File: config.mk
export PLATFORM = sky130hd
export DESIGN_NAME = pspe_fifo
export DESIGN_NICKNAME = d
export VERILOG_FILES = /design/src/packed_sprite_pixel_expander_defines.svh /design/src/pspe_pkg.sv /design/src/pspe_fifo.sv
export SDC_FILE = /design/constraint.sdc
export NUM_CORES = 1
export LEC_CHECK = 0
export BUFFER_PORTS_ARGS = -buffer_cell sky130_fd_sc_hd__buf_2
export CORE_UTILIZATION = 45
export CTS_CLUSTER_DIAMETER = 80
export DETAILED_ROUTE_END_ITERATION = 10
export GPL_ROUTABILITY_DRIVEN = 0
export HOLD_SLACK_MARGIN = 0.1
export MAX_ROUTING_LAYER = met4
export PLACE_DENSITY = 0.79
export SYNTH_ARGS = -nofsm -noshare
export SYNTH_HDL_FRONTEND = slang
export SYNTH_SLANG_ARGS = --single-unit
File: constraint.sdc
create_clock -name clk -period 3.26 [get_ports clk]
set_input_delay 0 -clock clk [delete_from_list [all_inputs] [get_ports clk]]
set_output_delay 0 -clock clk [all_outputs]
set_load 0.05 [all_outputs]
File: src/packed_sprite_pixel_expander_defines.svh
// Assertion macros for the packed sprite pixel expander.
// Used by the top level; expects clk and rst_n in scope.
`ifndef PACKED_SPRITE_PIXEL_EXPANDER_DEFINES_SVH
`define PACKED_SPRITE_PIXEL_EXPANDER_DEFINES_SVH

// same-cycle implication
`define PSPE_CHECK_NOW(name, ante, cons, msg) \
    name: assert property (@(posedge clk) disable iff (!rst_n) (ante) |-> (cons)) \
        else $error(msg);

// next-cycle implication
`define PSPE_CHECK_NEXT(name, ante, cons, msg) \
    name: assert property (@(posedge clk) disable iff (!rst_n) (ante) |=> (cons)) \
        else $error(msg);

`endif

File: src/pspe_pkg.sv
// Shared types, constants and helpers for the packed sprite pixel expander.
// No dependencies.
package pspe_pkg;

    localparam int PAL_DEPTH     = 256;
    localparam int PAL_AW        = $clog2(PAL_DEPTH);
    localparam int MAX_ROW_WORDS = 1024;
    localparam int BIR_W         = $clog2(MAX_ROW_WORDS * 4);
    localparam int PITCH_W       = BIR_W + 1;
    localparam int POS_W         = (BIR_W + 3 > 16) ? BIR_W + 3 : 16;
    localparam int FIFO_DEPTH    = 2;
    localparam int APB_AW        = 5;

    localparam logic [31:0] MASK_OFF = 32'hFF00_0000;

    localparam logic [2:0] REG_BPP_LOG     = 3'd0;
    localparam logic [2:0] REG_WIDTH       = 3'd1;
    localparam logic [2:0] REG_ROW_WORDS   = 3'd2;
    localparam logic [2:0] REG_HAS_MASK    = 3'd3;
    localparam logic [2:0] REG_MASK_COLOUR = 3'd4;

    localparam logic OP_PALETTE = 1'b0;
    localparam logic OP_PIXEL   = 1'b1;

    typedef struct packed {
        logic [1:0]  bpp_log;
        logic [15:0] width_pixels;
        logic [10:0] row_words;
        logic        has_mask;
        logic [31:0] mask_colour;
    } cfg_t;

    localparam cfg_t CFG_RESET = '{
        bpp_log:      2'd3,
        width_pixels: 16'd1,
        row_words:    11'd1,
        has_mask:     1'b0,
        mask_colour:  MASK_OFF
    };

    typedef struct packed {
        logic        op;
        logic [7:0]  sprite_byte;
        logic [7:0]  mask_byte;
        logic [7:0]  palette_index;
        logic [23:0] palette_colour;
        logic [3:0]  count;
        logic        eor_valid;
        logic [2:0]  eor_k;
    } entry_t;

    function automatic logic [23:0] swap_rb(input logic [23:0] c);
        return {c[7:0], c[15:8], c[23:16]};
    endfunction

endpackage

File: src/pspe_fifo.sv
// Short queue of classified words between front and back end.
// Depends on pspe_pkg.
module pspe_fifo (
    input  logic             clk,
    input  logic             rst_n,
    input  logic             push,
    input  pspe_pkg::entry_t push_entry,
    output logic             full,
    input  logic             pop,
    output pspe_pkg::entry_t pop_entry,
    output logic             empty
);

    localparam int PTR_W = (pspe_pkg::FIFO_DEPTH > 1) ? $clog2(pspe_pkg::FIFO_DEPTH) : 1;
    localparam int CNT_W = $clog2(pspe_pkg::FIFO_DEPTH + 1);

    pspe_pkg::entry_t fifo_mem_reg [pspe_pkg::FIFO_DEPTH];
    logic [PTR_W-1:0] wr_ptr_reg;
    logic [PTR_W-1:0] wr_ptr_next;
    logic [PTR_W-1:0] rd_ptr_reg;
    logic [PTR_W-1:0] rd_ptr_next;
    logic [CNT_W-1:0] count_reg;
    logic [CNT_W-1:0] count_next;

    assign full      = (count_reg == CNT_W'(pspe_pkg::FIFO_DEPTH));
    assign empty     = (count_reg == '0);
    assign pop_entry = fifo_mem_reg[rd_ptr_reg];

    always_comb
    begin
        wr_ptr_next = wr_ptr_reg;
        rd_ptr_next = rd_ptr_reg;
        count_next  = count_reg;
        if (push)
            wr_ptr_next = (wr_ptr_reg == PTR_W'(pspe_pkg::FIFO_DEPTH - 1)) ? '0
                        : wr_ptr_reg + 1'b1;
        if (pop)
            rd_ptr_next = (rd_ptr_reg == PTR_W'(pspe_pkg::FIFO_DEPTH - 1)) ? '0
                        : rd_ptr_reg + 1'b1;
        if (push && !pop)
            count_next = count_reg + 1'b1;
        else if (pop && !push)
            count_next = count_reg - 1'b1;
    end

    always_ff @(posedge clk or negedge rst_n)
    begin
        if (!rst_n)
        begin
            wr_ptr_reg <= '0;
            rd_ptr_reg <= '0;
            count_reg  <= '0;
        end
        else
        begin
            wr_ptr_reg <= wr_ptr_next;
            rd_ptr_reg <= rd_ptr_next;
            count_reg  <= count_next;
        end
    end

    always_ff @(posedge clk)
    begin
        if (push)
            fifo_mem_reg[wr_ptr_reg] <= push_entry;
    end

endmodule

After elaboration in Yosys (flattened, before gate mapping). Memory sizes are Yosys's and may differ from the RTL's. Index checks and enable logic that the tools add are counted.

Multiply operators: 0. Reduce and logical (&&, ||, !) cells: 6. Add/sub/neg operators: 4. Bitwise operators: 0. Shifts and indexed selects: 0. Multiplexer cells: 6. Magnitude comparators: 0. Divide/modulo/power cells: 0. Equal/unequal tests: 1.

Operators by type and width (number): two-way mux 1 bit (4); two-way mux 2 bit (2); adder 1 bit, second input constant (2); adder 2 x 1 -> 2 bit, second input constant (1); equality test 2 bit, second input constant (1); logical AND 1 bit (2); logical NOT 1 bit (2); logical NOT 2 bit (1); nonzero test 2 bit (1); subtractor 2 x 1 -> 2 bit, second input constant (1).

Bits in latches: 0. Bits in writable memories: 114. Register bits: 4. Bits in read-only memories: 0. Memories: 1. Output and inout port bits: 59. Logic and storage cells: 21.

Memories: fifo_mem_reg (words 2, bits a word 57, rd ports 1, clocked after Yosys merged registers in 0, wr ports 1, RTL line pspe_fifo.sv:17) `pspe_pkg::entry_t fifo_mem_reg [pspe_pkg::FIFO_DEPTH];`.

Logic depth before layout (Yosys ltp).
Depth after elaboration: 4. Mapped depth: 5. Depth with buffers taken out: 5.

Worst setup path after synthesis. OpenSTA, ideal clock, no wires.

Path kind: reg-to-reg. Start: register wr_ptr_reg. End: memory fifo_mem_reg[0][0] (netlist bit), enable pin. Data required time: 2.781 ns. Arrival: 2.940 ns. Cell stages (with the launch flop): 2. Setup slack: -0.159 ns. Cell sequence: dfrtp_1 nor2b_1.

RTL lines: from (decl) (RTL line pspe_fifo.sv:18) `logic [PTR_W-1:0] wr_ptr_reg;`; from (signal assigned) (RTL line pspe_fifo.sv:56) `wr_ptr_reg <= wr_ptr_next;`; to (decl) (RTL line pspe_fifo.sv:17).

Straight into the memory's write port.

==> out/qor.csv <==
stage,metric,value,unit
timing,worst-slew-pin-transition,0.839,ns
clock_tree,cts_buffers,17,
setup_path,required,3.26,ns
synth,synthesis.nets,255,
layout,drive_gt1_share,52.0,%
synth,ys_top_cells_by_count,"114 x edfxtp_1, 37 x mux2_2, 20 x mux2_4",
floorplanning,rows,35,
setup_path,cp-start-kind,flip-flop,
hold_path,worstHoldStart,push_entry[6],
layout,antenna_cells,0,
setup_path,r2r_start,wr_ptr_reg,
synth,synth_area,0.00438,sq mm
grt,grt_start_max_net_pins,35,
detailed_routing,drc,0,
timing,setup_ws,1.03,ns
clock_tree,cts_tree,built,
synth,synthCells,193,
detailed_routing,vias_per_cell,4.58,
synth,synth_simple_gate_area_share,0.601,%
detailed_routing,vias,2432,
synth,yosysSeqAreaShare,80.5,%
timing,max-slew-margin-rel,44.0,%
floorplanning,core,0.00933,sq mm
grt,grt_usage,17.4,%
grt,grt_pass1_vias,2602,
setup_path,r2r-end,fifo_mem_reg[1][4],
detailed_routing,ant_nets,0,
synth,synth.area.mux_share,16.4,%
placement,port_buffers,119,
setup_path,cp.arrival,2.23,ns
power,irDropWorstVdd,0.686,mV
clock_tree,cts_sinks,118,
detailed_routing,drtIter0Drc,80,
hold_path,whs_endpoint,fifo_mem_reg[1][6],
timing,final.setup.tns,0,ns
timing,skew,0.00651,ns
layout,largest_reg_flops,114,
placement,hpwlAfterDp,4530,um
synth,yosysWarnings,0,
synth,synth.most_common_cell,edfxtp_1,
placement,place_ws,1.44,ns
clock_tree,clk_path_buf_depth,2,
timing,slew_viol_final,0,
power,leakagePower,2.49,nW
detailed_routing,finalWirelength,7980,um
clock_tree,clock_latency,0.50,ns
floorplanning,die_h,101,um
synth,avgSynthCellArea,22.7,sq um
timing,finalCritPeriodShare,68.5,%
timing,hold_violations,0,
clock_tree,root_buffer,clkbuf_8,
synth,synth_xor_area_share,1.00,%
grt,grt_overflow,0,
clock_tree,clk_pin_slew,0.05,ns
synth,synth_fa_ha_area_share,0.286,%
detailed_routing,wl_per_cell,15.0,um
power,p_total,6.17,mW
setup_path,reg2reg_slack,1.45,ns
floorplanning,die_w,101,um
layout,finalNetCount,452,
synth,yosysTopAreaCellShare,78.2,%
timing,min_period,2.23,ns
setup_path,r2r_cells,2,
synth,synthFlopType,edfxtp_1,
timing,setup_viol,0,
outcome,status,completed,
synth,ys_types,13,
synth,synth_top_cell_by_area,edfxtp_1,
synth,ys_ff_latch,118,
clock_tree,cts_setup_buffers,0,
timing,rsz0062_at_grt,false,
hold_path,whs_path_depth,2,
setup_path,critPathCaptureType,output port,
timing,hold_ws,0.225,ns
floorplanning,dieArea,0.0101,sq mm
grt,antenna_found_initial,0,
floorplanning,ios,120,
detailed_routing,detail_route.first_pass.iterations,4,
synth,synth-compound-area-share,0,%
synth,synth_edf_count,114,
setup_path,cp_max_fo,30,
layout,post-route-util,67.5,%
synth,synth_top_family_by_area,multiplexers,
synth,async_reset_ff_share,3.39,%
clock_tree,htree_num_levels,4,
grt,grt_pass1_wl,12300,um
timing,timing.fmax,448,MHz
hold_path,min_path_type,in -> reg,
synth,synth_area_leaders,"edfxtp_1 78%, mux2_2 9.5%, mux2_4 6.9%",
power,power.density,981,mW/mm^2
layout,area_delta_synth_final,43.8,%
setup_path,path_class,reg -> out,
run,drv_cap,0,
floorplanning,initial_core_util,46.9,%
layout,num-fill-cells,633,
[metal layers]
metal	up-vias	GRT usage [%]	routed length, um	share of wire, %
met5	-	-	0	0
met1	1171	18.9	3410	43
met2	91	29.4	4070	51
met3	12	5.96	405	5.1
li1	1158	-	-	-
met4	0	6.91	91	1.1
[worst max path at each step]
stage                from             endpoint  cells past startpoint
3_5_place_dp   wr_ptr_reg  fifo_mem_reg[1][47]                      2
6_report       rd_ptr_reg        pop_entry[39]                      3
2_1_floorplan  wr_ptr_reg   fifo_mem_reg[0][0]                      1
4_1_cts        rd_ptr_reg        pop_entry[39]                      3
3_3_place_gp   wr_ptr_reg  fifo_mem_reg[1][49]                      2
5_1_grt        rd_ptr_reg        pop_entry[39]                      3
[kinds of logic after synthesis]
kind of cell  count (synthesis)
flops                       118
mux                          57
buf+inv                       7
xor+xnor                      5
simple gates                  5
fa+ha+maj                     1
[report_power, final]
part | leakage, nW | internal, mW | switching [mW]
sequential | 1.12 | 2.02 | 0.155
combinational | 1.11 | 0.734 | 1.60
clock | 0.264 | 1.07 | 0.603
total | 2.49 | 3.82 | 2.35
[cell type report]
| class | count | area (sq um) | share of cell area, % |
|---|---|---|---|
| inverter | 1 | 3.75 | 0.0596 |
| clock inverter | 12 | 113 | 1.79 |
| clock buffer | 19 | 422 | 6.70 |
| sequential | 118 | 3520 | 56.0 |
| multi-input combinational | 68 | 808 | 12.8 |
| timing repair buffer | 184 | 1260 | 20.0 |
| tap | 129 | 161 | 2.56 |
[cell usage in the layout, fill, tap and decap left out]
| cell type | synthesis | layout |
|---|---|---|
| clkbuf_8 | 0 | 1 |
| nor2_1 | 2 | 2 |
| clkinv_1 | 0 | 3 |
| mux2_4 | 20 | 20 |
| mux2_2 | 37 | 37 |
| clkbuf_16 | 0 | 16 |
| bufinv_16 | 0 | 2 |
| inv_1 | 1 | 1 |
| and2_2 | 0 | 1 |
| buf_4 | 0 | 2 |
| nor2b_4 | 0 | 1 |
| buf_12 | 0 | 2 |
| xnor2_1 | 1 | 1 |
| ha_1 | 1 | 1 |
| clkinv_4 | 0 | 1 |
| clkinv_2 | 0 | 5 |
| clkbuf_1 | 0 | 2 |
| dfrtp_2 | 0 | 1 |
| dfrtp_1 | 4 | 3 |
| clkinvlp_4 | 0 | 1 |
| dlygate4sd3_1 | 0 | 61 |
| edfxtp_1 | 114 | 114 |
| nor2b_1 | 2 | 1 |
| buf_2 | 3 | 119 |
| xor2_1 | 4 | 4 |
[through the flow]
stage / cell area [sq um] / instances
after floorplan: 4380 / 193
after CTS: 6290 / 531
final: 6290 / 531
after global placement: 5150 / 439
after detailed placement: 5150 / 439
after global routing: 6290 / 531
[critical path, cell delays in order (launching register included)]
cell	delay (ns)
dfrtp_2	0.84
buf_12	0.30
mux2_2	0.36
buf_2	0.21
[repair_timing]
action	in CTS	in global routing
gates resized for setup	0	0
hold buffers	61	0
endpoints found under the hold margin	147	0
Note: power is estimated with default switching activity, not from simulation.
