==> src/packed_sprite_pixel_expander_defines.svh <==
// Assertion macros for the packed sprite pixel expander.
// Used by the top level; expects clk and rst_n in scope.
`ifndef PACKED_SPRITE_PIXEL_EXPANDER_DEFINES_SVH
`define PACKED_SPRITE_PIXEL_EXPANDER_DEFINES_SVH

// same-cycle implication
`define PSPE_CHECK_NOW(name, ante, cons, msg) \
    name: assert property (@(posedge clk) disable iff (!rst_n) (ante) |-> (cons)) \
        else $error(msg);

// next-cycle implication
`define PSPE_CHECK_NEXT(name, ante, cons, msg) \
    name: assert property (@(posedge clk) disable iff (!rst_n) (ante) |=> (cons)) \
        else $error(msg);

`endif

==> src/pspe_pkg.sv <==
// Shared types, constants and helpers for the packed sprite pixel expander.
// No dependencies.
package pspe_pkg;

    localparam int PAL_DEPTH     = 256;
    localparam int PAL_AW        = $clog2(PAL_DEPTH);
    localparam int MAX_ROW_WORDS = 1024;
    localparam int BIR_W         = $clog2(MAX_ROW_WORDS * 4);
    localparam int PITCH_W       = BIR_W + 1;
    localparam int POS_W         = (BIR_W + 3 > 16) ? BIR_W + 3 : 16;
    localparam int FIFO_DEPTH    = 2;
    localparam int APB_AW        = 5;

    localparam logic [31:0] MASK_OFF = 32'hFF00_0000;

    localparam logic [2:0] REG_BPP_LOG     = 3'd0;
    localparam logic [2:0] REG_WIDTH       = 3'd1;
    localparam logic [2:0] REG_ROW_WORDS   = 3'd2;
    localparam logic [2:0] REG_HAS_MASK    = 3'd3;
    localparam logic [2:0] REG_MASK_COLOUR = 3'd4;

    localparam logic OP_PALETTE = 1'b0;
    localparam logic OP_PIXEL   = 1'b1;

    typedef struct packed {
        logic [1:0]  bpp_log;
        logic [15:0] width_pixels;
        logic [10:0] row_words;
        logic        has_mask;
        logic [31:0] mask_colour;
    } cfg_t;

    localparam cfg_t CFG_RESET = '{
        bpp_log:      2'd3,
        width_pixels: 16'd1,
        row_words:    11'd1,
        has_mask:     1'b0,
        mask_colour:  MASK_OFF
    };

    typedef struct packed {
        logic        op;
        logic [7:0]  sprite_byte;
        logic [7:0]  mask_byte;
        logic [7:0]  palette_index;
        logic [23:0] palette_colour;
        logic [3:0]  count;
        logic        eor_valid;
        logic [2:0]  eor_k;
    } entry_t;

    function automatic logic [23:0] swap_rb(input logic [23:0] c);
        return {c[7:0], c[15:8], c[23:16]};
    endfunction

endpackage

==> src/pspe_if.sv <==
// Valid/ready channel interfaces for input words and pixel words.
// No dependencies.
interface pspe_in_if;
    logic        valid;
    logic        ready;
    logic        operation;
    logic [7:0]  sprite_byte;
    logic [7:0]  mask_byte;
    logic [7:0]  palette_index;
    logic [23:0] palette_colour;

    modport source (output valid, operation, sprite_byte, mask_byte, palette_index,
                    palette_colour, input ready);
    modport sink (input valid, operation, sprite_byte, mask_byte, palette_index,
                  palette_colour, output ready);
endinterface


==> src/pspe_front.sv <==
// Front end: accepts input words, tracks the byte position in the row and
// works out how many pixels of each byte are visible. Depends on pspe_pkg, pspe_if.
module pspe_front (
    input  logic                clk,
    input  logic                rst_n,
    input  pspe_pkg::cfg_t      cfg,
    pspe_in_if.sink             sprite,
    input  logic                full,
    output logic                push,
    output pspe_pkg::entry_t    push_entry
);

    logic [pspe_pkg::BIR_W-1:0]   bir_reg;
    logic [pspe_pkg::BIR_W-1:0]   bir_next;
    logic [pspe_pkg::BIR_W-1:0]   cur_bir;
    logic [10:0]                  rw_eff;
    logic [pspe_pkg::PITCH_W-1:0] pitch;
    logic [pspe_pkg::PITCH_W-1:0] nb;
    logic [pspe_pkg::POS_W-1:0]   base;
    logic [pspe_pkg::POS_W-1:0]   width_ext;
    logic [pspe_pkg::POS_W-1:0]   rem;
    logic [pspe_pkg::POS_W-1:0]   rem_m1;
    logic [pspe_pkg::POS_W-1:0]   ppb_ext;
    logic [3:0]                   ppb;
    logic                         vis;
    logic                         accept;

    always_comb
    begin
        if (cfg.row_words == 11'd0)
            rw_eff = 11'd1;
        else if (int'(cfg.row_words) > pspe_pkg::MAX_ROW_WORDS)
            rw_eff = 11'(pspe_pkg::MAX_ROW_WORDS);
        else
            rw_eff = cfg.row_words;
    end

    assign pitch     = pspe_pkg::PITCH_W'(rw_eff) << 2;
    assign cur_bir   = (pspe_pkg::PITCH_W'(bir_reg) >= pitch) ? '0 : bir_reg;
    assign nb        = pspe_pkg::PITCH_W'(cur_bir) + 1'b1;
    assign bir_next  = (nb >= pitch) ? '0 : nb[pspe_pkg::BIR_W-1:0];

    assign ppb       = 4'd8 >> cfg.bpp_log;
    assign ppb_ext   = pspe_pkg::POS_W'(ppb);
    assign base      = pspe_pkg::POS_W'(cur_bir) << (2'd3 - cfg.bpp_log);
    assign width_ext = pspe_pkg::POS_W'(cfg.width_pixels);
    assign vis       = width_ext > base;
    assign rem       = width_ext - base;
    assign rem_m1    = rem - 1'b1;

    always_comb
    begin
        push_entry.op             = sprite.operation;
        push_entry.sprite_byte    = sprite.sprite_byte;
        push_entry.mask_byte      = sprite.mask_byte;
        push_entry.palette_index  = sprite.palette_index;
        push_entry.palette_colour = sprite.palette_colour;
        push_entry.count          = !vis ? 4'd0 : ((rem >= ppb_ext) ? ppb : rem[3:0]);
        push_entry.eor_valid      = vis && (rem <= ppb_ext);
        push_entry.eor_k          = rem_m1[2:0];
    end

    assign sprite.ready = !full;
    assign accept       = sprite.valid && !full;
    assign push         = accept &&
                          ((sprite.operation == pspe_pkg::OP_PALETTE) ||
                           (push_entry.count != 4'd0));

    always_ff @(posedge clk or negedge rst_n)
    begin
        if (!rst_n)
            bir_reg <= '0;
        else if (accept && (sprite.operation == pspe_pkg::OP_PIXEL))
            bir_reg <= bir_next;
    end

endmodule

==> src/flat_wrapper.sv <==
// flat-port wrapper written by rule: the top's interface ports become plain ports
module pspe_front_flat 
  (clk, rst_n, cfg, full, push, push_entry, sprite_valid, sprite_operation, sprite_sprite_byte, sprite_mask_byte, sprite_palette_index, sprite_palette_colour, sprite_ready);
  pspe_in_if sprite_i ();
  input  logic clk;
  input  logic rst_n;
  input  pspe_pkg::cfg_t cfg;
  input  logic full;
  output logic push;
  output pspe_pkg::entry_t push_entry;
  input wire logic [$bits(sprite_i.valid)-1:0] sprite_valid;
  input wire logic [$bits(sprite_i.operation)-1:0] sprite_operation;
  input wire logic [$bits(sprite_i.sprite_byte)-1:0] sprite_sprite_byte;
  input wire logic [$bits(sprite_i.mask_byte)-1:0] sprite_mask_byte;
  input wire logic [$bits(sprite_i.palette_index)-1:0] sprite_palette_index;
  input wire logic [$bits(sprite_i.palette_colour)-1:0] sprite_palette_colour;
  output wire logic [$bits(sprite_i.ready)-1:0] sprite_ready;
  assign sprite_i.valid = sprite_valid;
  assign sprite_i.operation = sprite_operation;
  assign sprite_i.sprite_byte = sprite_sprite_byte;
  assign sprite_i.mask_byte = sprite_mask_byte;
  assign sprite_i.palette_index = sprite_palette_index;
  assign sprite_i.palette_colour = sprite_palette_colour;
  assign sprite_ready = sprite_i.ready;
  pspe_front u_core (.clk(clk), .rst_n(rst_n), .cfg(cfg), .sprite(sprite_i), .full(full), .push(push), .push_entry(push_entry));
endmodule
==> config.mk <==
export PLATFORM = sky130hd
export DESIGN_NAME = pspe_front_flat
export DESIGN_NICKNAME = d
export VERILOG_FILES = /design/src/packed_sprite_pixel_expander_defines.svh /design/src/pspe_pkg.sv /design/src/pspe_if.sv /design/src/pspe_front.sv /design/src/flat_wrapper.sv
export SDC_FILE = /design/constraint.sdc
export NUM_CORES = 1
export LEC_CHECK = 0
export BUFFER_PORTS_ARGS = -buffer_cell sky130_fd_sc_hd__buf_2
export CORE_UTILIZATION = 42
export DETAILED_ROUTE_END_ITERATION = 8
export PLACE_DENSITY = 0.91
export SYNTH_ARGS = -nofsm -noshare
export SYNTH_HDL_FRONTEND = slang
export SYNTH_SLANG_ARGS = --single-unit
==> constraint.sdc <==
create_clock -name clk -period 4.4 [get_ports clk]
set_input_delay 0.22 -clock clk [delete_from_list [all_inputs] [get_ports clk]]
set_output_delay 0.22 -clock clk [all_outputs]
set_load 0.01 [all_outputs]
## Word-level counts from Yosys, hierarchy flattened

Cells that the tools add are included.

- Reduce and logical (&&, ||, !) cells: 8
- Muxes and demuxes: 6
- Shift operators: 2
- Bitwise gates (word level): 1
- $add $sub $neg: 4
- Magnitude comparators: 6

Operator list:

| cell | number |
|---|---|
| $mux W12 | 2 |
| $mux W11 | 2 |
| $ge A16 B4 Y1 | 1 |
| $gt A16 B16 Y1 | 1 |
| $le A16 B4 Y1 | 1 |
| $shl A12 B2 Y16 | 1 |
| $sub A16 B16 Y16 | 1 |
| $add A12 B1 Y13 const B | 1 |
| $ge A12 B13 Y1 | 1 |
| $ge A13 B13 Y1 | 1 |
| $gt A11 B11 Y1 const B | 1 |
| $logic_not A11 Y1 | 1 |
| $mux W4 | 2 |
| $logic_and A1 B1 Y1 | 4 |
| $reduce_bool A4 Y1 | 1 |
| $shr A4 B2 Y4 const A | 1 |
| $sub A3 B1 Y3 const B | 1 |
| $sub A2 B2 Y2 const A | 1 |
| $logic_not A1 Y1 | 1 |
| $logic_or A1 B1 Y1 | 1 |
| $not A1 Y1 | 1 |

- Bits in registers: 12
- Input port bits: 115
- Output and inout bits: 59

## Logic depth before layout (Yosys ltp)

- Word-level depth: 13
- Depth in mapped cells: 26

## Least setup slack after synthesis

Ideal clock, no wire load.

- Path type: input -> output
- Start point: input port cfg[43] (netlist name)
- End point: output port push_entry[5] (netlist name)
- Data arrival time: 4.582 ns
- Path slack: -0.402 ns
- Path buffers: 1
- Stages: 17
- Cell sequence: clkinv_1 -> nand2_1 -> ha_1 -> a2111oi_0 -> o21ai_0 -> o31ai_1 -> clkbuf_1 -> nand2_1 -> ha_1 -> or3_1 -> a21oi_1 -> a21oi_1 -> a221o_1 -> a2111oi_4 -> nand4b_2 -> nor4_4 -> mux2_4

RTL lines:

| item | line | text |
|---|---|---|
| start, declared | flat_wrapper.sv:7 | `input pspe_pkg::cfg_t cfg;` |
| end, declared | flat_wrapper.sv:10 | `output pspe_pkg::entry_t push_entry;` |

==> impl_metrics.toml <==
[run_status]
outcome = "finished with violations"
failed_checks = "negative setup slack"

[sta]
finClkSkew_ns = 0.00317
setup_viol = 6
fin_crit_sh_pct = 112
worstMarginPinSlew_ns = 0.940
setup_slack_ns = -0.538
maxSlewHeadroom_pct = 37.2
fmax_ghz = 0.203
final_max_slew_viol_count = 0
grt_setup_unrepaired = "yes"
hold_violations = 0
min_period_ns = 4.94

[synth]
synth-compound-area-share_pct = 19.1
async_flop_share_pct = 100
yosysWarningCount = 0
synth_fa_ha_area_share_pct = 18.0
synth_area_um2 = 3170
ys_seq_area_share_pct = 9.47
synth_xor_xnor_area_share_pct = 5.57
synthFlopType = "dfrtp_1"
synth-edff-count = 0
synth.avg_cell_area_um2 = 7.35
synthCells = 431
synth_nets = 591
synth_cell_types = 62
synth_seq_cells = 12
muxShareOfSynthArea_pct = 7.66
synth_top_family_by_area = "simple AND/OR/NAND/NOR gates"
synthSimpleGateAreaFrac_pct = 24.6

[cells_and_area]
antenna_cells = 0
area_growth_pct = 41.3
final_layout_size_suffix_gt1_share_pct = 46.7
fin_nets = 688
largest_register_ffs = 12
fillers = 570
regArea_um2 = 300
final_util_pct = 61.4
multiInputGateArea_um2 = 2800

[clocking]
cts_max_level = 1
clockRootBuffer = "clkbuf_8"
cts_buffer_depth = 2
cts_made_buffers = 3
cts_num_sinks = 12
insertion_delay_ns = 0.25
cts_tree = "yes"
path_clk_slew_ns = 0.06

[power_and_ir_drop]
p_seq_share_pct = 10.3
p_sw_uw = 740
ir_drop_mv = 0.219
p_int_uw = 853
p_leak_uw = 0.00205
switching_share_pct = 46.4
p_clk_share_pct = 7.8
power.density_nw_per_um2 = 356
p_comb_share_pct = 81.9

[worst_hold_path]
hold_path.class = "in -> async"

[run]
cap_violations = 0

[route]
routedWlPerCell_um = 17.8
ant_nets = 0
drc = 0
drt_iter0_drc = 281
viasPerCell = 5.94
wirelength_mm = 11.2
dr.pass1.iters = 5
vias = 3716

[die]
ios = 174
coreArea_um2 = 7290
initial_utilization_pct = 43.5
rows = 31
dieHeight_um = 88.9
die_x_um = 88.9
die_area_um2 = 7900

[critical_path]
worstPathMaxFanout = 5
cp.arrival_ns = 4.72
worstSetupPathType = "in -> out"
cp-end-kind = "primary output"
start_kind = "input pin"
critPathRequiredTime_ns = 4.18

[global_route]
gr-total-overflow = 0
antenna_found_initial = 0
grt_start_max_net_pins = 25
grt_pass1_wl_mm = 15.6
grt_usage_pct = 25.7
grt_pass1_vias = 3504

[placed_design]
globalplace.congestion = 1.01
dp_slack_ns = -0.573
dpl.hpwl_mm = 7.44
io_buffer_count = 44
layout by cell type, fill, tap and decap left out, types with 3 or more instances in the layout:
master and n:
a21o_1 5, a21oi_1 18, a21oi_2 6, and3_1 3, buf_2 40, buf_4 99
buf_6 16, clkbuf_8 4, dfrtp_1 12, ha_1 30, ha_2 3, ha_4 11
inv_1 14, inv_2 3, mux2_2 4, mux2i_1 6, mux4_2 5, nand2_1 71
nand2_2 6, nand2b_1 5, nand3_1 6, nand4_1 7, nor2_1 21, nor2_2 5
nor2_4 3, nor2b_1 4, nor3_1 6, nor4_4 3, o211ai_1 4, o21a_1 3
o21ai_0 13, o21ai_1 11, o21ai_2 8, o21bai_1 3, xnor2_1 10, xor2_1 5
cell families after synthesis:
| logic type | Yosys count |
|---|---|
| simple gates | 163 |
| mux | 17 |
| fa+ha+maj | 45 |
| xor+xnor | 18 |
| flops | 12 |
| buf+inv | 82 |
| compound gates | 94 |
final cells by class:
class	count	area share, %
multi-input cells	337	62.5
repair buffers	156	25.3
flip-flops and latches	12	6.71
well taps	99	2.77
inverters	18	1.51
clock buffers	4	1.23
routing by layer:
layer / global-route usage, % / vias to the layer above / wire length [um] / share of wire [%]
li1: - / 1662 / - / -
met1: 28.2 / 1752 / 4120 / 37
met2: 46.5 / 233 / 5630 / 50
met3: 2.99 / 69 / 839 / 7.5
met4: 16.7 / 0 / 584 / 5.2
met5: 0 / - / 0 / 0
repair_timing:
item                       in CTS  in global routing
gates cloned                    1                  0
buffers inserted               13                 11
setup endpoints to repair      18                 18
pin swaps                      28                 32
hold endpoints to repair       12                  0
gates resized for setup        50                 52
hold buffers                    1                  0
power groups by stage:
stage,combinational [uW],clock (uW),sequential (uW)
after floorplan,682,0,156
after global placement,968,0,159
final,1300,124,164
after detailed placement,1020,0,161
after global routing,1400,131,165
after CTS,1150,126,159
Yosys cell counts, types with 2 or more instances:
cell	number	area share, %
o31ai_1	3	0.71
nand2b_1	6	1.2
dfrtp_1	12	9.5
nand3_1	10	1.6
and3_1	4	0.79
mux2_2	4	1.4
clkbuf_1	13	1.5
a21o_1	5	1.2
o21ai_0	29	4.6
ha_1	44	17
nor3_1	6	0.95
xnor2_1	11	3.0
o21bai_1	4	0.95
nor4_1	4	0.79
a31oi_1	2	0.39
o21ai_1	3	0.47
nand4_1	7	1.4
nor2b_1	5	0.99
and2_1	3	0.59
inv_1	17	2.0
nand2_1	77	9.1
mux2i_1	7	2.2
or3_1	2	0.39
a21boi_0	2	0.47
mux4_2	5	3.6
o211ai_1	4	0.95
buf_4	49	12
a21oi_1	24	3.8
a221o_1	2	0.63
nor2_1	28	3.3
o21a_1	3	0.71
xor2_1	6	1.7
worst max-delay path: stages:
cell and delay (ns):
buf_6 0.10, nor4_4 0.27, a31oi_1 0.12, nor2_1 0.20, ha_1 0.28, inv_2 0.07, o31ai_2 0.06, a21oi_2 0.15
nor2_2 0.08, o31ai_4 0.26, buf_4 0.18, o211ai_1 0.14, ha_1 0.37, buf_4 0.11, buf_4 0.12, nand4_1 0.17
a211oi_2 0.32, mux2_2 0.24, a22oi_1 0.08, nand4b_2 0.24, nor4_4 0.36, buf_4 0.17, mux2_4 0.30, buf_6 0.12
per-stage QoR:
step	hold WS [ns]	power (uW)	cell area, um2	TNS, ns	instances
5_1_grt	0.427	1700	4480	-5.79	626
3_5_place_dp	0.132	1180	3830	-4.80	598
6_report	0.392	1590	4480	-2.55	626
2_1_floorplan	-0.0756	838	3260	0	431
4_1_cts	0.397	1430	4220	-2.28	617
3_3_place_gp	0.124	1130	3830	-1.76	598
path summary, 6_finish.rpt:
| path | endpoint | from | slack (ns) | cells after the start |
|---|---|---|---|---|
| setup / recovery | push_entry[5] | cfg[39] | -0.54 | 24 |
| hold / removal | u_core.bir_reg[8] | rst_n | 0.39 | 2 |
| setup reg to reg | u_core.bir_reg[0] | u_core.bir_reg[9] | 0.14 | 21 |
| hold reg to reg | u_core.bir_reg[0] | u_core.bir_reg[0] | 0.68 | 2 |
| max in group asynchronous | u_core.bir_reg[0] | rst_n | 3.77 | 2 |
| min in group clk | push_entry[10] | sprite_palette_colour[2] | 0.44 | 0 |
Power figures use the tool's default switching activity.
