## src/packed_sprite_pixel_expander_defines.svh

```systemverilog
// Assertion macros for the packed sprite pixel expander.
// Used by the top level; expects clk and rst_n in scope.
`ifndef PACKED_SPRITE_PIXEL_EXPANDER_DEFINES_SVH
`define PACKED_SPRITE_PIXEL_EXPANDER_DEFINES_SVH

// same-cycle implication
`define PSPE_CHECK_NOW(name, ante, cons, msg) \
    name: assert property (@(posedge clk) disable iff (!rst_n) (ante) |-> (cons)) \
        else $error(msg);

// next-cycle implication
`define PSPE_CHECK_NEXT(name, ante, cons, msg) \
    name: assert property (@(posedge clk) disable iff (!rst_n) (ante) |=> (cons)) \
        else $error(msg);

`endif

```

## src/pspe_pkg.sv

```systemverilog
// Shared types, constants and helpers for the packed sprite pixel expander.
// No dependencies.
package pspe_pkg;

    localparam int PAL_DEPTH     = 256;
    localparam int PAL_AW        = $clog2(PAL_DEPTH);
    localparam int MAX_ROW_WORDS = 1024;
    localparam int BIR_W         = $clog2(MAX_ROW_WORDS * 4);
    localparam int PITCH_W       = BIR_W + 1;
    localparam int POS_W         = (BIR_W + 3 > 16) ? BIR_W + 3 : 16;
    localparam int FIFO_DEPTH    = 2;
    localparam int APB_AW        = 5;

    localparam logic [31:0] MASK_OFF = 32'hFF00_0000;

    localparam logic [2:0] REG_BPP_LOG     = 3'd0;
    localparam logic [2:0] REG_WIDTH       = 3'd1;
    localparam logic [2:0] REG_ROW_WORDS   = 3'd2;
    localparam logic [2:0] REG_HAS_MASK    = 3'd3;
    localparam logic [2:0] REG_MASK_COLOUR = 3'd4;

    localparam logic OP_PALETTE = 1'b0;
    localparam logic OP_PIXEL   = 1'b1;

    typedef struct packed {
        logic [1:0]  bpp_log;
        logic [15:0] width_pixels;
        logic [10:0] row_words;
        logic        has_mask;
        logic [31:0] mask_colour;
    } cfg_t;

    localparam cfg_t CFG_RESET = '{
        bpp_log:      2'd3,
        width_pixels: 16'd1,
        row_words:    11'd1,
        has_mask:     1'b0,
        mask_colour:  MASK_OFF
    };

    typedef struct packed {
        logic        op;
        logic [7:0]  sprite_byte;
        logic [7:0]  mask_byte;
        logic [7:0]  palette_index;
        logic [23:0] palette_colour;
        logic [3:0]  count;
        logic        eor_valid;
        logic [2:0]  eor_k;
    } entry_t;

    function automatic logic [23:0] swap_rb(input logic [23:0] c);
        return {c[7:0], c[15:8], c[23:16]};
    endfunction

endpackage

```

## src/pspe_regs.sv

```systemverilog
// APB configuration registers.
// Depends on pspe_pkg.
module pspe_regs (
    input  logic                      clk,
    input  logic                      rst_n,
    input  logic                      psel,
    input  logic                      penable,
    input  logic                      pwrite,
    input  logic [pspe_pkg::APB_AW-1:0] paddr,
    input  logic [31:0]               pwdata,
    output logic [31:0]               prdata,
    output pspe_pkg::cfg_t            cfg
);

    pspe_pkg::cfg_t cfg_reg;
    pspe_pkg::cfg_t cfg_next;
    logic [2:0]     reg_idx;

    assign reg_idx = paddr[pspe_pkg::APB_AW-1:2];

    always_comb
    begin
        cfg_next = cfg_reg;
        if (psel && penable && pwrite)
        begin
            case (reg_idx)
                pspe_pkg::REG_BPP_LOG:     cfg_next.bpp_log      = pwdata[1:0];
                pspe_pkg::REG_WIDTH:       cfg_next.width_pixels = pwdata[15:0];
                pspe_pkg::REG_ROW_WORDS:   cfg_next.row_words    = pwdata[10:0];
                pspe_pkg::REG_HAS_MASK:    cfg_next.has_mask     = pwdata[0];
                pspe_pkg::REG_MASK_COLOUR: cfg_next.mask_colour  = pwdata;
                default: ;
            endcase
        end
    end

    always_comb
    begin
        case (reg_idx)
            pspe_pkg::REG_BPP_LOG:     prdata = {30'd0, cfg_reg.bpp_log};
            pspe_pkg::REG_WIDTH:       prdata = {16'd0, cfg_reg.width_pixels};
            pspe_pkg::REG_ROW_WORDS:   prdata = {21'd0, cfg_reg.row_words};
            pspe_pkg::REG_HAS_MASK:    prdata = {31'd0, cfg_reg.has_mask};
            pspe_pkg::REG_MASK_COLOUR: prdata = cfg_reg.mask_colour;
            default:                   prdata = 32'd0;
        endcase
    end

    always_ff @(posedge clk or negedge rst_n)
    begin
        if (!rst_n)
            cfg_reg <= pspe_pkg::CFG_RESET;
        else
            cfg_reg <= cfg_next;
    end

    assign cfg = cfg_reg;

endmodule

```

## config.mk

```make
export PLATFORM = sky130hd
export DESIGN_NAME = pspe_regs
export DESIGN_NICKNAME = d
export VERILOG_FILES = /design/src/packed_sprite_pixel_expander_defines.svh /design/src/pspe_pkg.sv /design/src/pspe_regs.sv
export SDC_FILE = /design/constraint.sdc
export NUM_CORES = 1
export LEC_CHECK = 0
export BUFFER_PORTS_ARGS = -buffer_cell sky130_fd_sc_hd__buf_2
export CAP_MARGIN = 5
export CORE_UTILIZATION = 42
export CTS_BUF_LIST = sky130_fd_sc_hd__clkbuf_4 sky130_fd_sc_hd__clkbuf_8 sky130_fd_sc_hd__clkbuf_16
export DETAILED_ROUTE_END_ITERATION = 10
export PLACE_DENSITY = 0.77
export SYNTH_ARGS = -nofsm -noshare
export SYNTH_HDL_FRONTEND = slang
export SYNTH_SLANG_ARGS = --single-unit
```

## constraint.sdc

```tcl
create_clock -name clk -period 1.1 [get_ports clk]
set_clock_uncertainty 0.15 [all_clocks]
set_input_delay 0.11 -clock clk [delete_from_list [all_inputs] [get_ports clk]]
set_output_delay 0.11 -clock clk [all_outputs]
set_load 0.05 [all_outputs]
```

==> qor.csv, run 1 <==
stage,metric,value,unit
synthesis,Synth Area in Compound Gates,0.0773,
synthesis,post-synthesis mux area share,0.261,
cts,clk sinks,62,
outcome,status,did not finish,
placed_design,Placement Cell Area,4610,µm²
floorplan,die height,85.1,µm
outcome,Exit stage,clock tree synthesis (4_1_cts),
synthesis,Simple-Gate Fraction of Synth Area,0.0881,
placed_design,Buffers on Ports,133,
cts,Max clock buf depth,2,
synthesis,Seq cells post-synth,62,
floorplan,I/O pin cnt,136,
synthesis,sequential area share after synthesis,0.541,
synthesis,main combinational cell family by area after synthesis,multiplexers,
cts,H-tree levels,3,
outcome,Log Error,[ERROR DPL-0033] detailed placement checks failed during check placement.,
synthesis,mean cell area of the mapped netlist,14.1,µm²
synthesis,post-synthesis adder-cell area fraction,0,
synthesis,cells after synthesis,205,
cts,CTS resizes,299,
synthesis,XOR/XNOR share of the synthesized area,0,
placed_design,Placer Congestion,0.770,
floorplan,FP Rows,29,
cts,CTS Buf Count,9,
floorplan,Die Wd,85.1,µm
synthesis,post-synth top area cell,dfrtp_1,
floorplan,initial core utilization,0.446,
synthesis,Netlist cell types,30,
synthesis,area share of the largest cell type after synthesis,0.432,
synthesis,post-synthesis cell area,2900,µm²
cts,root buf cell,clkbuf_8,
synthesis,Area contributors post-synth,"dfrtp_1 (43%), mux2_1 (12%), dfstp_2 (11%)",
placed_design,pre-CTS setup slack,-477,ps
cts,# hold bufs at CTS,33,
synthesis,Syn. warnings,0,
synthesis,Synth Net Count,247,
cts,Post-CTS Setup Inserts,21,
placed_design,placed insts,460,
placed_design,DP Wirelength,5840,µm
==> cell families after synthesis <==
kind of cell           Yosys count
multiplexers                    64
flip-flops                      62
AND/OR/NAND/NOR                 37
AO/OA/AOI/OAI                   28
buffers and inverters           14
==> metrics by stage <==
| step | setup TNS, ps | hold slack [ps] |
|---|---|---|
| 3_3_place_gp | -34180 | -61.4 |
| 3_5_place_dp | -36860 | -47.5 |
| 2_1_floorplan | -11230 | -336 |
==> synthesized netlist by cell type, drive strengths merged <==
cell,count
a32oi,1
mux2i,1
nor2,8
nand2b,1
mux2,63
a22oi,14
clkbuf,2
or3,1
o21ai,1
and3,1
buf,11
o2bb2ai,10
o22a,2
dfstp,12
dfrtp,50
nand4b,1
nand3,2
inv,1
and2,16
nor2b,4
nand2,2
nor3b,1
==> inputs of run 2 (changes only) <==
--- a/config.mk
+++ b/config.mk
@@ -7,10 +7,9 @@
 export LEC_CHECK = 0
 export BUFFER_PORTS_ARGS = -buffer_cell sky130_fd_sc_hd__buf_2
 export CAP_MARGIN = 5
-export CORE_UTILIZATION = 42
-export CTS_BUF_LIST = sky130_fd_sc_hd__clkbuf_4 sky130_fd_sc_hd__clkbuf_8 sky130_fd_sc_hd__clkbuf_16
+export CORE_UTILIZATION = 40
 export DETAILED_ROUTE_END_ITERATION = 10
-export PLACE_DENSITY = 0.77
+export PLACE_DENSITY_LB_ADDON = 0.15
 export SYNTH_ARGS = -nofsm -noshare
 export SYNTH_HDL_FRONTEND = slang
 export SYNTH_SLANG_ARGS = --single-unit
==> constraint.sdc (replaced) <==
create_clock -name clk -period 1.4 [get_ports clk]
set_clock_uncertainty 0.15 [all_clocks]
set_input_delay 0.14 -clock clk [delete_from_list [all_inputs] [get_ports clk]]
set_output_delay 0.14 -clock clk [all_outputs]
set_load 0.05 [all_outputs]
==> qor.csv, run 2 <==
stage,metric,value,unit,change
outcome,status,"complete, but fails checks",,
outcome,violated checks,negative setup slack,,
pwr,Psw,0.00309,W,
cts,CTS tree,done,,
routing,DRT antenna net count,0,,
routing,Routed Wire Length,8650,µm,
floorplan,Core Area,6910,µm²,
synthesis,Post-synth top flop,dfrtp_1,,
synthesis,ys async rst share,1.00,,unchanged
pwr,Power Density,1420,nW/µm²,
placed_design,Placer Congestion,0.755,,-1.9%
final_layout,"most common cell after layout, fill and taps aside",buf_2,,
worst_setup_path,R2R depth,4,,
timing,RSZ-0062 raised after global routing,yes,,
global_route,largest net degree at the start of global routing,63,,
cts,worst skew pair latency,330,ps,
floorplan,FP Rows,30,,+3.4%
routing,DRT Pass-1 Iters,4,,
floorplan,Die Wd,87.1,µm,+2.4%
synthesis,Netlist cell types,30,,unchanged
worst_setup_path,reg2reg end,cfg[61],,
min_path,worst hold path type,in2async,,
cts,Max clock buf depth,2,,unchanged
routing,Post-route DRC,0,,
pwr,switching share of power,0.407,,
timing,Rel. slew slack,0.775,,
floorplan,die height,87.1,µm,+2.4%
final_layout,share of cells above drive strength 1,0.738,,
job,max_cap viols,0,,
timing,slew of the pin with the lowest slew margin,338,ps,
pwr,Static Leak,2.53,nW,
global_route,initial antenna violation count,0,,
timing,final setup TNS,-2600,ps,
timing,Final min period,1810,ps,
final_layout,Util after Layout,0.774,,
synthesis,Seq cells post-synth,62,,unchanged
global_route,first-pass GRT wire length,13500,µm,
placed_design,DP Wirelength,5320,µm,-9.0%
synthesis,mean cell area of the mapped netlist,14.1,µm²,unchanged
worst_setup_path,Worst setup EP type,output port,,
timing,Slew Limit Fails,0,,
timing,fin worst setup slack,-413,ps,
final_layout,sequential standard cell area,1590,µm²,
final_layout,most frequent cells in the layout,"buf_2 (75), buf_4 (45), dlygate4sd3_1 (33)",,
final_layout,Largest register FFs,62,,
worst_setup_path,WP data arrival,1520,ps,
pwr,P_int,0.00450,W,
synthesis,Syn. warnings,0,,unchanged
synthesis,post-synthesis cell area,2900,µm²,unchanged
global_route,number of global-route vias before repair,2641,,
pwr,maximum VDD drop,0.830,mV,
global_route,GR Overflow Total,0,,
floorplan,I/O pin cnt,136,,unchanged
synthesis,cells after synthesis,205,,unchanged
worst_setup_path,WP data required,1110,ps,
timing,fmax,552,MHz,
timing,Final Cycle Share,1.29,,
cts,CTS Buf Count,9,,unchanged
final_layout,multi-input logic area,1580,µm²,
worst_setup_path,FF-to-FF Start,cfg[61],,
synthesis,post-synth top area cell,dfrtp_1,,
synthesis,sequential area share after synthesis,0.541,,unchanged
final_layout,Area Overhead vs Synth,84.4,%,
routing,vias post-DR,2527,,
pwr,clock network fraction of total power,0.228,,
routing,Vias/cell,4.90,,
worst_setup_path,CP Launch Type,flip-flop,,
worst_setup_path,reg2reg setup slack,160,ps,
final_layout,fillers,452,,
synthesis,Synth Net Count,247,,unchanged
routing,DRT iter0 DRCs,81,,
cts,H-tree levels,3,,unchanged
final_layout,Final nets,457,,
cts,root buf cell,clkbuf_8,,
cts,clock transition at the registers of the reported paths,70,ps,
worst_setup_path,Max Fanout on Critical Path,2,,
placed_design,Buffers on Ports,133,,unchanged
synthesis,area share of the largest cell type after synthesis,0.432,,unchanged
synthesis,most frequent cell after synthesis,dfrtp_1,,
pwr,Seq pwr share,0.334,,
global_route,GRT Util Overall,0.239,,
synthesis,"EDFF count, synth",0,,unchanged
timing,endpoints failing hold,0,,
final_layout,diode count,0,,
cts,clk sinks,62,,unchanged
synthesis,Area contributors post-synth,"dfrtp_1 (43%), mux2_1 (12%), dfstp_2 (11%)",,
pwr,Logic pwr share,0.438,,
worst_setup_path,WS Path Type,reg2out,,
worst_setup_path,crit path from,cfg[61],,
floorplan,Die Footprint,7590,µm²,
timing,Final setup viols,28,,
routing,Routed WL per cell,16.8,µm,
floorplan,initial core utilization,0.420,,-0.0266
synthesis,Post-synth top cells,"dfrtp_1 (50), mux2_1 (32), mux2_2 (21)",,
## run 2: how the worst max path moves through the flow
stage                 end  cells past startpoint
2_1_floorplan   prdata[1]                      3
6_report        prdata[1]                      4
3_5_place_dp    prdata[1]                      6
5_1_grt         prdata[1]                      4
3_3_place_gp   prdata[27]                      6
4_1_cts         prdata[1]                      4
## run 2: per-stage QoR
step | instances | hold WS [ps] | power [W] | setup slack (ps) | area, µm²
2_1_floorplan | 205 | -306 | 0.00450 | -217 | 3160
3_3_place_gp | 443 | 28.5 | 0.00519 | -172 | 4080
3_5_place_dp | 443 | 25.8 | 0.00523 | -188 | 4080
4_1_cts | 506 | 187 | 0.00744 | -395 | 5160
5_1_grt | 516 | 213 | 0.00788 | -457 | 5340
6_report | 516 | 190 | 0.00759 | -413 | 5340
## run 2: final cells by class
type | count | share of cell area
Sequential cell | 62 | 0.297
Timing Repair Buffer | 212 | 0.343
Multi-Input combinational cell | 129 | 0.296
Clock buffer | 12 | 0.0272
Clock inverter | 4 | 0.0131
Inverter | 1 | 0.000703
Tap cell | 96 | 0.0225
## run 2: repair_timing
action / in CTS / in global routing
buffers inserted: 14 / 11
hold buffers: 33 / 0
hold endpoints to repair: 124 / 0
gates resized for setup: 123 / 46
gates cloned: 0 / 1
pin swaps: 14 / 17
setup endpoints to repair: 44 / 51
## run 2: worst max-delay path, cell delays in order, from the launching register on
cell,delay [ps]
dfstp_2,540
mux2i_1,70
o22a_1,240
o2bb2ai_4,170
buf_8,170
## run 2: power by group through the flow
stage               sequential, W  clock [W]  combinational (W)
global placement          0.00251          0            0.00267
global route              0.00258    0.00184            0.00346
finish                    0.00254    0.00173            0.00332
floorplan                 0.00375          0           0.000748
detailed placement        0.00253          0            0.00270
CTS                       0.00252    0.00177            0.00314
## run 2: cell families (layout without fill, tap and decap cells)
| family | after synthesis | in the layout | synth area share |
|---|---|---|---|
| mux | 64 | 64 | 0.261 |
| simple gates | 37 | 37 | 0.0881 |
| flops | 62 | 62 | 0.541 |
| buf+inv | 14 | 229 | 0.0328 |
| compound gates | 28 | 28 | 0.0773 |
## run 2: routing by layer
layer | up-vias | global-route usage | wire (µm)
met3 | 11 | 0.0654 | 405
met5 | - | 0 | 0
met1 | 1263 | 0.294 | 3540
li1 | 1171 | - | -
met4 | 0 | 0.0626 | 85
met2 | 82 | 0.417 | 4620
Note: power is estimated with default switching activity, not from simulation.
==> inputs of run 3 (changes only) <==
--- a/config.mk
+++ b/config.mk
@@ -10,6 +10,7 @@
 export CORE_UTILIZATION = 40
 export DETAILED_ROUTE_END_ITERATION = 10
 export PLACE_DENSITY_LB_ADDON = 0.15
+export SLEW_MARGIN = 20
 export SYNTH_ARGS = -nofsm -noshare
 export SYNTH_HDL_FRONTEND = slang
 export SYNTH_SLANG_ARGS = --single-unit
==> constraint.sdc (replaced) <==
create_clock -name clk -period 1.4 [get_ports clk]
set_clock_uncertainty 0.15 [all_clocks]
set_input_delay 0 -clock clk [delete_from_list [all_inputs] [get_ports clk]]
set_output_delay 0 -clock clk [all_outputs]
set_load 0.05 [all_outputs]
==> qor.csv, run 3 (synthesis results as in run 2) <==
stage,metric,value,unit,change
placed_design,DP Wirelength,5070,µm,-4.7%
worst_setup_path,reg2reg setup slack,350,ps,+190 ps
timing,endpoints failing hold,0,,unchanged
routing,DRT Pass-1 Iters,4,,unchanged
pwr,Power Density,1470,nW/µm²,+3.3%
floorplan,Core Area,6910,µm²,unchanged
timing,Final setup viols,2,,-93%
timing,final setup TNS,-373,ps,+2230 ps
worst_setup_path,CP Cell Sequence,mux2i_1 -> o22a_1 -> o2bb2ai_4 -> buf_8,,
floorplan,initial core utilization,0.420,,unchanged
min_path,Hold Crit Start,paddr[4],,
routing,Post-route DRC,0,,unchanged
timing,Slew Limit Fails,0,,unchanged
placed_design,Placement Cell Area,3980,µm²,-2.3%
final_layout,Largest register FFs,62,,unchanged
timing,Final min period,1610,ps,-207 ps
cts,clock transition at the registers of the reported paths,70,ps,about the same
final_layout,fin area,4710,µm²,-12%
pwr,maximum VDD drop,0.684,mV,-18%
outcome,status,"complete, but fails checks",,
global_route,initial antenna violation count,0,,unchanged
timing,Final Cycle Share,1.15,,-0.148
timing,Min Hold Slack,51.7,ps,-138 ps
floorplan,die height,87.1,µm,unchanged
global_route,first-pass GRT wire length,11900,µm,-12%
min_path,Hold Crit Depth,3,,
worst_setup_path,crit-path leading delay family,flip-flops,,
worst_setup_path,crit path buf inv count,1,,unchanged
timing,slew of the pin with the lowest slew margin,439,ps,+101 ps
routing,DRT antenna net count,0,,unchanged
final_layout,Final nets,431,,-5.7%
final_layout,share of cells above drive strength 1,0.622,,-0.116
final_layout,diode count,0,,unchanged
cts,CTS Buf Count,9,,unchanged
global_route,GRT Util Overall,0.206,,-0.0333
min_path,worst hold path type,in2reg,,
final_layout,Area Overhead vs Synth,62.4,%,
pwr,Static Leak,2.31,nW,-8.7%
worst_setup_path,WP data arrival,1460,ps,-60 ps
routing,vias post-DR,2372,,-6.1%
cts,CTS tree,done,,
global_route,number of global-route vias before repair,2299,,-13%
floorplan,Die Footprint,7590,µm²,unchanged
cts,worst skew pair latency,330,ps,about the same
worst_setup_path,CP Launch Type,flip-flop,,
worst_setup_path,Worst setup EP type,output port,,
cts,clk sinks,62,,unchanged
timing,RSZ-0062 raised after global routing,yes,,
timing,fin worst setup slack,-206,ps,+207 ps
placed_design,Placer Congestion,0.750,,-0.60%
floorplan,Die Wd,87.1,µm,unchanged
cts,H-tree levels,3,,unchanged
timing,fmax,623,MHz,+13%
job,max_cap viols,0,,unchanged
pwr,Final Total Pwr,0.00691,W,-9.0%
cts,Max clock buf depth,2,,unchanged
worst_setup_path,"slowest stage delay, CP",530,ps,about the same
routing,Routed WL per cell,15.5,µm,-7.5%
global_route,largest net degree at the start of global routing,63,,unchanged
worst_setup_path,reg2reg end,cfg[52],,
worst_setup_path,FF-to-FF Start,cfg[52],,
min_path,worst hold endpoint,cfg[61],,
routing,Routed Wire Length,7590,µm,-12%
worst_setup_path,Max Fanout on Critical Path,2,,unchanged
global_route,GR Overflow Total,0,,unchanged
floorplan,FP Rows,30,,unchanged
placed_design,Buffers on Ports,133,,unchanged
floorplan,I/O pin cnt,136,,unchanged
routing,Vias/cell,4.84,,-1.2%
worst_setup_path,CP max stage cell,dfstp_2,,
worst_setup_path,R2R depth,2,,-2
timing,Rel. slew slack,0.707,,-0.0680
cts,root buf cell,clkbuf_8,,
worst_setup_path,WP data required,1250,ps,+140 ps
worst_setup_path,WS Path Type,reg2out,,
routing,DRT iter0 DRCs,61,,-25%
outcome,violated checks,negative setup slack,,
final_layout,most frequent cells in the layout,"buf_2 (111), dfrtp_1 (50), dlygate4sd3_1 (33)",,
final_layout,"most common cell after layout, fill and taps aside",buf_2,,
-- run 3: changes by cell type in the layout (fill, tap and decap cells not counted), sizes merged --
| cell | delta |
|---|---|
| buf | -27 |
| bufinv | -1 |
| clkbuf | +1 |
| clkinv | +1 |
-- run 3: power by group --
part / internal (W) / switching (W) / leakage [nW]
registers: 0.00219 / 0.000306 / 0.765
logic: 0.000861 / 0.00196 / 1.44
clock network: 0.000911 / 0.000678 / 0.106
total: 0.00396 / 0.00294 / 2.31
-- run 3: worst reg2reg max path: stages, from the launching register on --
cell	delay [ps]
dfrtp_1	400
buf_4	140
mux2_2	250
-- run 3: per-stage QoR --
| stage | util | cells | setup WS, ps |
|---|---|---|---|
| floorplan | - | 205 | -158 |
| global placement | 0.577 | 437 | -195 |
| detailed placement | 0.577 | 437 | -238 |
| CTS | 0.669 | 487 | -230 |
| global route | 0.681 | 490 | -258 |
| finish | 0.681 | 490 | -206 |
-- run 3: area by class of cell --
cell class / instances / area (µm²)
Sequential cell: 62 / 1570
Clock inverter: 4 / 45.0
Timing Repair Buffer: 186 / 1310
Inverter: 1 / 3.75
Clock buffer: 12 / 155
Multi-Input combinational cell: 129 / 1500
Fill cell: 548 / 2200
Tap cell: 96 / 120
-- run 3: how the worst max path moves through the flow --
stage,from,to,slack (ps),cells after the start
after global routing,cfg[61],prdata[1],-260,4
final,cfg[61],prdata[1],-210,4
after floorplan,cfg[33],prdata[0],-160,3
after CTS,cfg[61],prdata[1],-230,4
after global placement,paddr[2],prdata[3],-200,5
after detailed placement,paddr[2],prdata[9],-240,5
-- run 3: what timing repair did --
item                                    CTS  global route
gates resized for setup                  28            22
gates cloned                              0             0
endpoints found under the hold margin   124             0
hold buffers                             33             0
buffers inserted                          1             3
pin swaps                                 1            10
endpoints found under the setup margin   15            18
-- run 3: per-layer routing --
layer | share of wire | track usage | wire length (µm)
met1 | 0.45 | 0.284 | 3420
met2 | 0.49 | 0.323 | 3710
met3 | 0.044 | 0.0389 | 333
met4 | 0.016 | 0.0820 | 122
met5 | 0 | 0 | 0
